--- config.mk ---
export PLATFORM = sky130hd
export DESIGN_NAME = lpsh_ctrl
export DESIGN_NICKNAME = d
export VERILOG_FILES = /design/src/design/langevin_particle_step_histogram_macros.svh /design/src/design/lpsh_pkg.sv /design/src/design/lpsh_ctrl.sv
export SDC_FILE = /design/constraint.sdc
export NUM_CORES = 1
export LEC_CHECK = 0
export BUFFER_PORTS_ARGS = -buffer_cell sky130_fd_sc_hd__buf_2
export CORE_UTILIZATION = 25
export CTS_CLUSTER_DIAMETER = 50
export DETAILED_ROUTE_END_ITERATION = 16
export PLACE_DENSITY_LB_ADDON = 0.1
export SLEW_MARGIN = 30
export SYNTH_ARGS = -nofsm -noshare
export SYNTH_HDL_FRONTEND = slang
export SYNTH_SLANG_ARGS = --single-unit
--- constraint.sdc ---
create_clock -name clock -period 2.27 [get_ports clock]
set_input_delay 0.227 -clock clock [delete_from_list [all_inputs] [get_ports clock]]
set_output_delay 0.227 -clock clock [all_outputs]
set_load 0.01 [all_outputs]
--- src/design/langevin_particle_step_histogram_macros.svh ---
// Assertion macros for the Langevin particle step histogram block.
// Used by the top level; expects signals named clock and reset in scope.
`ifndef LANGEVIN_PARTICLE_STEP_HISTOGRAM_MACROS_SVH
`define LANGEVIN_PARTICLE_STEP_HISTOGRAM_MACROS_SVH

// Same-cycle implication, disabled while in reset.
`define LPSH_ASSERT_IMPL(lbl, ante, cons, msg) \
   lbl: assert property (@(posedge clock) disable iff (reset) (ante) |-> (cons)) \
      else $error(msg);

// Next-cycle implication, disabled while in reset.
`define LPSH_ASSERT_NEXT(lbl, ante, cons, msg) \
   lbl: assert property (@(posedge clock) disable iff (reset) (ante) |=> (cons)) \
      else $error(msg);

`endif

--- src/design/lpsh_pkg.sv ---
// Shared constants, codes and types for the Langevin particle step histogram.
// No dependencies; the files that use it refer to it by scoped names.
`timescale 1ns / 1ps

package lpsh_pkg;

   // sizing
   localparam int MAX_PARTICLES = 1024;
   localparam int GRID_POINTS   = 512;
   localparam int PA_W          = $clog2(MAX_PARTICLES);
   localparam int BIN_W         = $clog2(GRID_POINTS);
   localparam int CLR_DEPTH     = (MAX_PARTICLES > GRID_POINTS) ? MAX_PARTICLES : GRID_POINTS;
   localparam int CLR_W         = $clog2(CLR_DEPTH);

   // field widths
   localparam int PIDX_W     = 10;
   localparam int BSEL_W     = 9;
   localparam int Q_W        = 32;
   localparam int CNT_W      = 16;
   localparam int DT_W       = 31;
   localparam int CSR_IDX_W  = 1;
   localparam int CSR_DATA_W = 32;

   // register indexes
   localparam logic [CSR_IDX_W-1:0] CSR_SPRING_CONSTANT = 1'b0;
   localparam logic [CSR_IDX_W-1:0] CSR_TIME_STEP       = 1'b1;

   localparam logic [DT_W-1:0] TIME_STEP_RESET = 31'd65536;

   typedef enum logic [3:0] {
      ST_CLEAR,
      ST_IDLE,
      ST_READ,
      ST_MUL1,
      ST_RND1,
      ST_MUL2,
      ST_RND2,
      ST_ACCV,
      ST_NOISE,
      ST_MUL3,
      ST_RND3,
      ST_ACCX,
      ST_BIN,
      ST_HREAD,
      ST_HIST,
      ST_DRAIN
   } ctrl_state_type;

   typedef enum logic [3:0] {
      OP_NONE,
      OP_LOAD,
      OP_CLEAR,
      OP_MUL1,
      OP_RND_F,
      OP_MUL_DT,
      OP_RND,
      OP_ACC_V,
      OP_NOISE,
      OP_ACC_X,
      OP_BIN,
      OP_HIST,
      OP_CLR_BIN
   } dp_op_type;

   typedef struct packed {
      dp_op_type op;
   } dp_cmd_type;

   typedef struct packed {
      logic clear_last;
      logic out_free;
      logic mode;
   } dp_status_type;

endpackage

--- src/design/lpsh_ctrl.sv ---
// Sequencer for the particle step: clear pass, item intake, multiply/round
// passes and histogram update or bin drain. Depends on lpsh_pkg.
`timescale 1ns / 1ps

module lpsh_ctrl (
   input  logic                    clock,
   input  logic                    reset,
   input  logic                    req_valid,
   output logic                    req_ready,
   output lpsh_pkg::dp_cmd_type    cmd,
   input  lpsh_pkg::dp_status_type status
);

   lpsh_pkg::ctrl_state_type state_ff, state_in;

   always_ff @(posedge clock) begin
      if (reset) begin
         state_ff <= lpsh_pkg::ST_CLEAR;
      end else begin
         state_ff <= state_in;
      end
   end

   always_comb begin
      state_in  = state_ff;
      cmd.op    = lpsh_pkg::OP_NONE;
      req_ready = 1'b0;
      case (state_ff)
         lpsh_pkg::ST_CLEAR: begin
            cmd.op = lpsh_pkg::OP_CLEAR;
            if (status.clear_last) begin
               state_in = lpsh_pkg::ST_IDLE;
            end
         end
         lpsh_pkg::ST_IDLE: begin
            req_ready = 1'b1;
            if (req_valid) begin
               cmd.op   = lpsh_pkg::OP_LOAD;
               state_in = lpsh_pkg::ST_READ;
            end
         end
         lpsh_pkg::ST_READ: begin
            state_in = status.mode ? lpsh_pkg::ST_DRAIN : lpsh_pkg::ST_MUL1;
         end
         lpsh_pkg::ST_MUL1: begin
            cmd.op   = lpsh_pkg::OP_MUL1;
            state_in = lpsh_pkg::ST_RND1;
         end
         lpsh_pkg::ST_RND1: begin
            cmd.op   = lpsh_pkg::OP_RND_F;
            state_in = lpsh_pkg::ST_MUL2;
         end
         lpsh_pkg::ST_MUL2: begin
            cmd.op   = lpsh_pkg::OP_MUL_DT;
            state_in = lpsh_pkg::ST_RND2;
         end
         lpsh_pkg::ST_RND2: begin
            cmd.op   = lpsh_pkg::OP_RND;
            state_in = lpsh_pkg::ST_ACCV;
         end
         lpsh_pkg::ST_ACCV: begin
            cmd.op   = lpsh_pkg::OP_ACC_V;
            state_in = lpsh_pkg::ST_NOISE;
         end
         lpsh_pkg::ST_NOISE: begin
            cmd.op   = lpsh_pkg::OP_NOISE;
            state_in = lpsh_pkg::ST_MUL3;
         end
         lpsh_pkg::ST_MUL3: begin
            cmd.op   = lpsh_pkg::OP_MUL_DT;
            state_in = lpsh_pkg::ST_RND3;
         end
         lpsh_pkg::ST_RND3: begin
            cmd.op   = lpsh_pkg::OP_RND;
            state_in = lpsh_pkg::ST_ACCX;
         end
         lpsh_pkg::ST_ACCX: begin
            cmd.op   = lpsh_pkg::OP_ACC_X;
            state_in = lpsh_pkg::ST_BIN;
         end
         lpsh_pkg::ST_BIN: begin
            cmd.op   = lpsh_pkg::OP_BIN;
            state_in = lpsh_pkg::ST_HREAD;
         end
         lpsh_pkg::ST_HREAD: begin
            state_in = lpsh_pkg::ST_HIST;
         end
         lpsh_pkg::ST_HIST: begin
            if (status.out_free) begin
               cmd.op   = lpsh_pkg::OP_HIST;
               state_in = lpsh_pkg::ST_IDLE;
            end
         end
         lpsh_pkg::ST_DRAIN: begin
            if (status.out_free) begin
               cmd.op   = lpsh_pkg::OP_CLR_BIN;
               state_in = lpsh_pkg::ST_IDLE;
            end
         end
         default: begin
            state_in = lpsh_pkg::ST_IDLE;
         end
      endcase
   end

endmodule

* Word level (Yosys, flattened, before mapping)
Index checks and enable logic that the tools add are counted.
** Storage, ports and cells
- Flip-flop bits (word level) :: 4
- Input bits :: 6
- Logic and storage cells :: 34
** Operators by class
- Eq/ne operators :: 18
- Multiplexer cells :: 10
- Reductions and logical operators :: 5
** Operators by type and width (number)
- 4-bit case mux with 15 select lines :: 1
- 4-bit case mux with 12 select lines :: 1
- 4-bit == test, second input constant :: 8
- 4-bit 2-to-1 mux :: 6
- 4-bit by 3-bit == test with 1-bit output, second input constant :: 4
- 4-bit by 2-bit == test with 1-bit output, second input constant :: 2
- 2-bit OR reduction :: 3
- 4-bit by 1-bit == test with 1-bit output, second input constant :: 1
- 4-bit logical NOT :: 1
- 2-bit != test, second input constant :: 2
- 3-bit AND reduction :: 1
- 1-bit 2-to-1 mux :: 2
- 2-bit by 1-bit != test with 1-bit output, second input constant :: 1

* Depth between registers and ports, before layout
Gate-level depths: netlist (run 1).
- Depth after elaboration :: 4
- Gate-level depth with buffers :: 5

* Least setup slack after synthesis (run 1)
Ideal clock, no wire load.
- Path kind :: reg-to-output
- Start :: register state_ff[0]
- End :: output port req_ready
- Arrival :: 1099 ps
- Setup slack :: 944 ps
- Stages on the path, launching flop included :: 3
- Path buffers :: 1
- Path through :: dfxtp_1 -> clkbuf_1 -> nor4b_1
** On the way
- Cells in the longest elaborated chain, start to end :: 2
** Ends and longest elaborated chain
- from (decl) :: RTL line lpsh_ctrl.sv:14 : lpsh_pkg::ctrl_state_type state_ff, state_in;
- from (signal assigned) :: RTL line lpsh_ctrl.sv:18 : state_ff <= lpsh_pkg::ST_CLEAR;
- from (signal assigned) :: RTL line lpsh_ctrl.sv:20 : state_ff <= state_in;
- 4-bit by 1-bit == test with 1-bit output :: RTL line lpsh_ctrl.sv:28 : case (state_ff)
- 1-bit 2-to-1 mux :: RTL line lpsh_ctrl.sv:28
- to (decl) :: RTL line lpsh_ctrl.sv:9 : output logic req_ready,
No other way between the ends.

==> results of run 1 <==
## area by class of cell
class / instances / area share (%)
Clock buffer: 3 / 4.945
Tap cell: 15 / 4.121
Timing Repair Buffer: 11 / 12.64
Multi-Input combinational cell: 42 / 59.07
Inverter: 2 / 1.648
Sequential cell: 4 / 17.58
## how the worst max path moves through the flow
stage	cells after the start	slack, ns	to
5_1_grt	4	0.25	cmd[1]
3_3_place_gp	4	0.62	cmd[1]
4_1_cts	4	0.43	cmd[1]
3_5_place_dp	4	0.68	cmd[1]
6_report	4	0.41	cmd[1]
2_1_floorplan	2	0.94	req_ready
## per-layer routing
metal	vias up	wire length [um]	track usage [%]
li1	225	-	-
met1	195	430	20.32
met2	18	454	22.66
met3	2	87	5.435
met4	0	7	9.677
met5	-	0	0
## cell usage after synthesis
| cell type | count |
|---|---|
| o21ai_0 | 7 |
| nor2b_1 | 5 |
| a21oi_1 | 4 |
| dfxtp_1 | 4 |
| a31oi_1 | 3 |
| clkbuf_1 | 3 |
| inv_1 | 2 |
| nand2_1 | 2 |
| nand3_1 | 2 |
| o21a_1 | 2 |
| o31ai_1 | 2 |
| a211oi_1 | 1 |
| a221o_1 | 1 |
| a22oi_1 | 1 |
| and3_1 | 1 |
| buf_2 | 1 |
| buf_6 | 1 |
| nand2b_1 | 1 |
| nand3b_1 | 1 |
| nor2_1 | 1 |
| nor3b_1 | 1 |
| nor4_1 | 1 |
| nor4b_1 | 1 |
| o211a_1 | 1 |
| o21ba_2 | 1 |
| o221ai_1 | 1 |
| o311ai_0 | 1 |
| or4_1 | 1 |
## power by group
group          internal, mW  switching (mW)
combinational        0.0470          0.0433
sequential           0.0778          0.0232
clock                0.0589          0.0253
total                 0.184          0.0918
## logic make-up after synthesis
| family | after synthesis |
|---|---|
| flops | 4 |
| simple gates | 17 |
| buf+inv | 7 |
| compound gates | 25 |
## through the flow
step | std cells | worst slack [ns] | hold WS [ns] | instance area, um2
after floorplan | 53 | 0.9436 | 0.2961 | 384.1
after global placement | 74 | 0.6213 | 0.4718 | 432.9
after detailed placement | 74 | 0.6800 | 0.4653 | 432.9
after CTS | 77 | 0.4266 | 0.2235 | 455.4
after global routing | 77 | 0.2462 | 0.2164 | 455.4
final | 77 | 0.4051 | 0.2315 | 455.4
## worst max-delay path, delay by kind of cell (launching register included)
kind | cells | cell delay (ns)
AOI/OAI and AO/OA | 2 | 0.29
DFF | 1 | 0.65
buffers and inverters | 1 | 0.13
and+or+nand+nor | 1 | 0.34
==> flow_summary.yaml, run 1 <==
cells_and_area:
  top_register: "state_ff"
  layout_top_registers: "state_ff x4"
  post-route-util_pct: 33.33
  seq_area_um2: 80.08
  largest_reg_flops: 4
  final_nets: 70
  drive_above_1_share_pct: 24.19
  areaGrowthSynthToFinish_pct: 18.57
  fillers: 161
  mostFrequentLayoutCells: "10 x buf_2, 7 x o21ai_0, 5 x nor2b_1, 4 x a21oi_1, 4 x dfxtp_1"
  antenna_cells: 0
  final_common_cell: "buf_2"
  multi_input_area_um2: 269.0
run:
  cap_violations: 0
critical_path:
  reg2reg_from: "state_ff[2]"
  start_kind: "register"
  critPathKind: "reg2out"
  r2r_cells: 3
  r2r_slack_ns: 0.83
  worstPathRequired_ns: 2.04
  worst-path-max-fanout: 19
  critPathCaptureType: "primary output"
  cp.arrival_ns: 1.64
  crit_start: "state_ff[2]"
  max_stage_delay_ns: 0.65
  r2r_end: "state_ff[0]"
  crit_chain: "nor2b_1 -> a21oi_1 -> o21a_1 -> buf_2"
  cp_slowest_cell: "dfxtp_1"
route:
  drtIter0Drc: 11
  drc_errors: 0
  drt-pass1-iter-count: 4
  viasPerCell: 5.714
  wl_per_cell_um: 12.71
  routed_wl_um: 979
  antenna_left: 0
  num_vias: 440
floorplanning:
  initial_core_util_pct: 28.11
  die_area_mm2: 0.001697
  die_h_um: 41.20
  ios: 11
  die_w_um: 41.20
  core_area_mm2: 0.001366
  rows: 13
cts:
  cts-resized-gates: 0
  numCtsBuffers: 3
  htree_levels: 1
  hold_buffers: 0
  clk_latency_ns: 0.23
  cts_setup_buffers: 0
  cts_buffer_depth: 2
  cts.sinks: 4
  path_clk_slew_ns: 0.03
  root_buffer: "clkbuf_4"
  cts_tree: "yes"
synth:
  synth_seq_cells: 4
  synth.area.mux_share_pct: 0
  synth_top_cell_by_area: "dfxtp_1"
  yosys.area.top_type_share_pct: 20.85
  syn_area_per_cell_um2: 7.248
  synth_warnings: 0
  synth_xor_area_share_pct: 0
  yosysSeqAreaShare_pct: 20.85
  synth_compound_area_share_pct: 43.32
  netlist_area_um2: 384.1
  yosysUniqueCellTypes: 28
  synthTopCellsByArea: "dfxtp_1 21%, o21ai_0 9.1%, nor2b_1 8.1%"
  synth_fa_ha_area_share_pct: 0
  synth_simple_gate_area_share_pct: 26.71
  synth_nets: 59
  syn_inst: 53
  synth_top_family_by_area: "compound AO/OA/AOI/OAI gates"
worst_hold_path:
  holdPathEnd: "state_ff[1]"
  hp-start: "reset"
  worstHoldPathType: "in2reg"
  min_path_cells: 2
global_route:
  grt_max_degree: 20
  grt_first_pass_wirelength_um: 1725
  antenna_found_initial: 0
  grt_overflow: 0
  grtUsageTotal_pct: 15.92
  grt_pass1_vias: 399
placement:
  gp_congestion: 0.7900
  dp_hpwl_um: 680
  io_buffer_count: 10
sta:
  finalCriticalPeriod_ns: 1.865
  maxSlewHeadroom_pct: 64.40
  finalHoldViolations: 0
  fin_worst_skew_ns: 0.0009690
  tns_ns: 0
  drv_slew: 0
  tightest_slew_ns: 0.5333
  rsz0062_at_grt: "no"
  setup_viol: 0
  max_freq_ghz: 0.5362
  fin_crit_sh_pct: 82.15
power_and_ir_drop:
  total_power_mw: 0.2755
  p_leak_nw: 0.1802
  ir_worst_vdd_mv: 0.2922
  cellPowerDensity_mw_per_mm2: 604.8
run_status:
  status: "complete, no violations"
(Power assumes the default switching activity.)
==> inputs of run 2 (changes only) <==
clock period = 1.6 ns   (was 2.27 ns; I/O delays follow)
==> run 2 against run 1 <==
Critical path type unchanged. Register-to-register slack lost 0.47 ns. Highest routed layer is now met3. First-iteration DRC count grew 36%. Power grew 47%. Worst hold slack lost 0.084 ns. Final area grew 11%. Combinational power grew 65%. Critical path depth is the same.
==> flow_summary.yaml, run 2 (synthesis gave the netlist of run 1 again) <==
sta:
  tns_ns: 0
  max_freq_ghz: 0.6935
  tightest_slew_ns: 0.2565
  finalCriticalPeriod_ns: 1.442
  setup_slack_ns: 0.1580
  fin_worst_skew_ns: 0.001272
  rsz0062_at_grt: "no"
  drv_slew: 0
  fin_crit_sh_pct: 90.13
  finalHoldViolations: 0
  setup_viol: 0
  maxSlewHeadroom_pct: 82.68
cells_and_area:
  drive_above_1_share_pct: 37.31
  layout_top_registers: "state_ff x4"
  design_area_um2: 506.7
  mostFrequentLayoutCells: "10 x buf_2, 7 x o21ai_0, 6 x buf_4, 4 x nor2b_1, 4 x a21oi_1"
  post-route-util_pct: 37.09
  multi_input_area_um2: 276.5
  seq_area_um2: 86.33
  fillers: 157
  antenna_cells: 0
  areaGrowthSynthToFinish_pct: 31.92
  top_register: "state_ff"
  final_common_cell: "buf_2"
  largest_reg_flops: 4
  final_nets: 75
floorplanning:
  die_w_um: 41.20
  ios: 11
  core_area_mm2: 0.001366
  rows: 13
  die_area_mm2: 0.001697
  initial_core_util_pct: 28.11
  die_h_um: 41.20
placement:
  dp_slack_ns: 0.1092
  io_buffer_count: 10
  dp_hpwl_um: 716.6
  gp_congestion: 0.7332
  placed_cell_area_um2: 470.5
critical_path:
  worst-path-max-fanout: 13
  worstPathRequired_ns: 1.44
  start_kind: "register"
  critPathCaptureType: "primary output"
  cp.arrival_ns: 1.28
  critPathKind: "reg2out"
global_route:
  antenna_found_initial: 0
  grt_pass1_vias: 347
  grt_first_pass_wirelength_um: 1497
  grt_overflow: 0
  grtUsageTotal_pct: 13.44
  met2_usage_pct: 19.92
  grt_max_degree: 16
  use_met1_pct: 17.63
  top_usage_layer: "met2"
  use_met3_pct: 6.522
cts:
  path_clk_slew_ns: 0.03
  root_buffer: "clkbuf_4"
  htree_levels: 1
  hold_buffers: 0
  cts_tree: "yes"
  cts_setup_buffers: 0
  clk_latency_ns: 0.23
  cts.sinks: 4
  numCtsBuffers: 3
  cts_buffer_depth: 2
route:
  num_vias: 459
  routed_wl_um: 1015
  viasPerCell: 5.598
  wl_per_cell_um: 12.38
  drt-pass1-iter-count: 4
  antenna_left: 0
  drtIter0Drc: 15
  drc_errors: 0
run:
  cap_violations: 0
run_status:
  status: "complete, no violations"
power_and_ir_drop:
  total_power_mw: 0.4063
  p_leak_nw: 0.2108
  cellPowerDensity_mw_per_mm2: 801.7
  ir_worst_vdd_mv: 0.3649
worst_hold_path:
  worstHoldPathType: "in2reg"
## run 2: path summary, 6_finish.rpt
check	from	to	slack (ns)	depth (start not counted)
hold / removal	reset	state_ff[1]	0.15	2
setup reg to reg	state_ff[1]	state_ff[0]	0.36	3
setup / recovery	state_ff[2]	cmd[3]	0.16	4
hold reg to reg	state_ff[3]	state_ff[3]	0.57	2
## run 2: power breakdown
group	switching (mW)	internal, mW
Sequential	0.0272	0.112
Combinational	0.0711	0.0775
Clock	0.0351	0.0835
Total	0.133	0.273
## run 2: what timing repair did
action / 4_1_cts / 5_1_grt
gates cloned: 0 / 0
gates resized for setup: 1 / 5
endpoints found under the setup margin: 4 / 4
pin swaps: 0 / 0
## run 2: area by class of cell
type	instances	area share, %
tap	15	3.704
multi-input combinational	42	54.57
inverter	2	1.481
sequential	4	17.04
timing repair buffer	16	18.77
clock buffer	3	4.444
## run 2: metrics by stage
stage / hold WS [ns] / std cells
finish: 0.1471 / 82
global route: 0.1419 / 82
CTS: 0.1412 / 82
detailed placement: 0.3939 / 79
global placement: 0.4051 / 79
floorplan: 0.2291 / 53
## run 2: metal layers
metal	part of all wire [%]	vias to the layer above	wire length (um)
met4	0	0	0
met5	0	-	0
li1	-	235	-
met3	5.9	0	60
met1	47	209	480
met2	47	15	474
## run 2: critical path: stages, from the launching register on
cell and delay (ns):
dfxtp_2 0.44, nor2b_2 0.23, o21ai_0 0.09, and3_1 0.16, buf_2 0.13
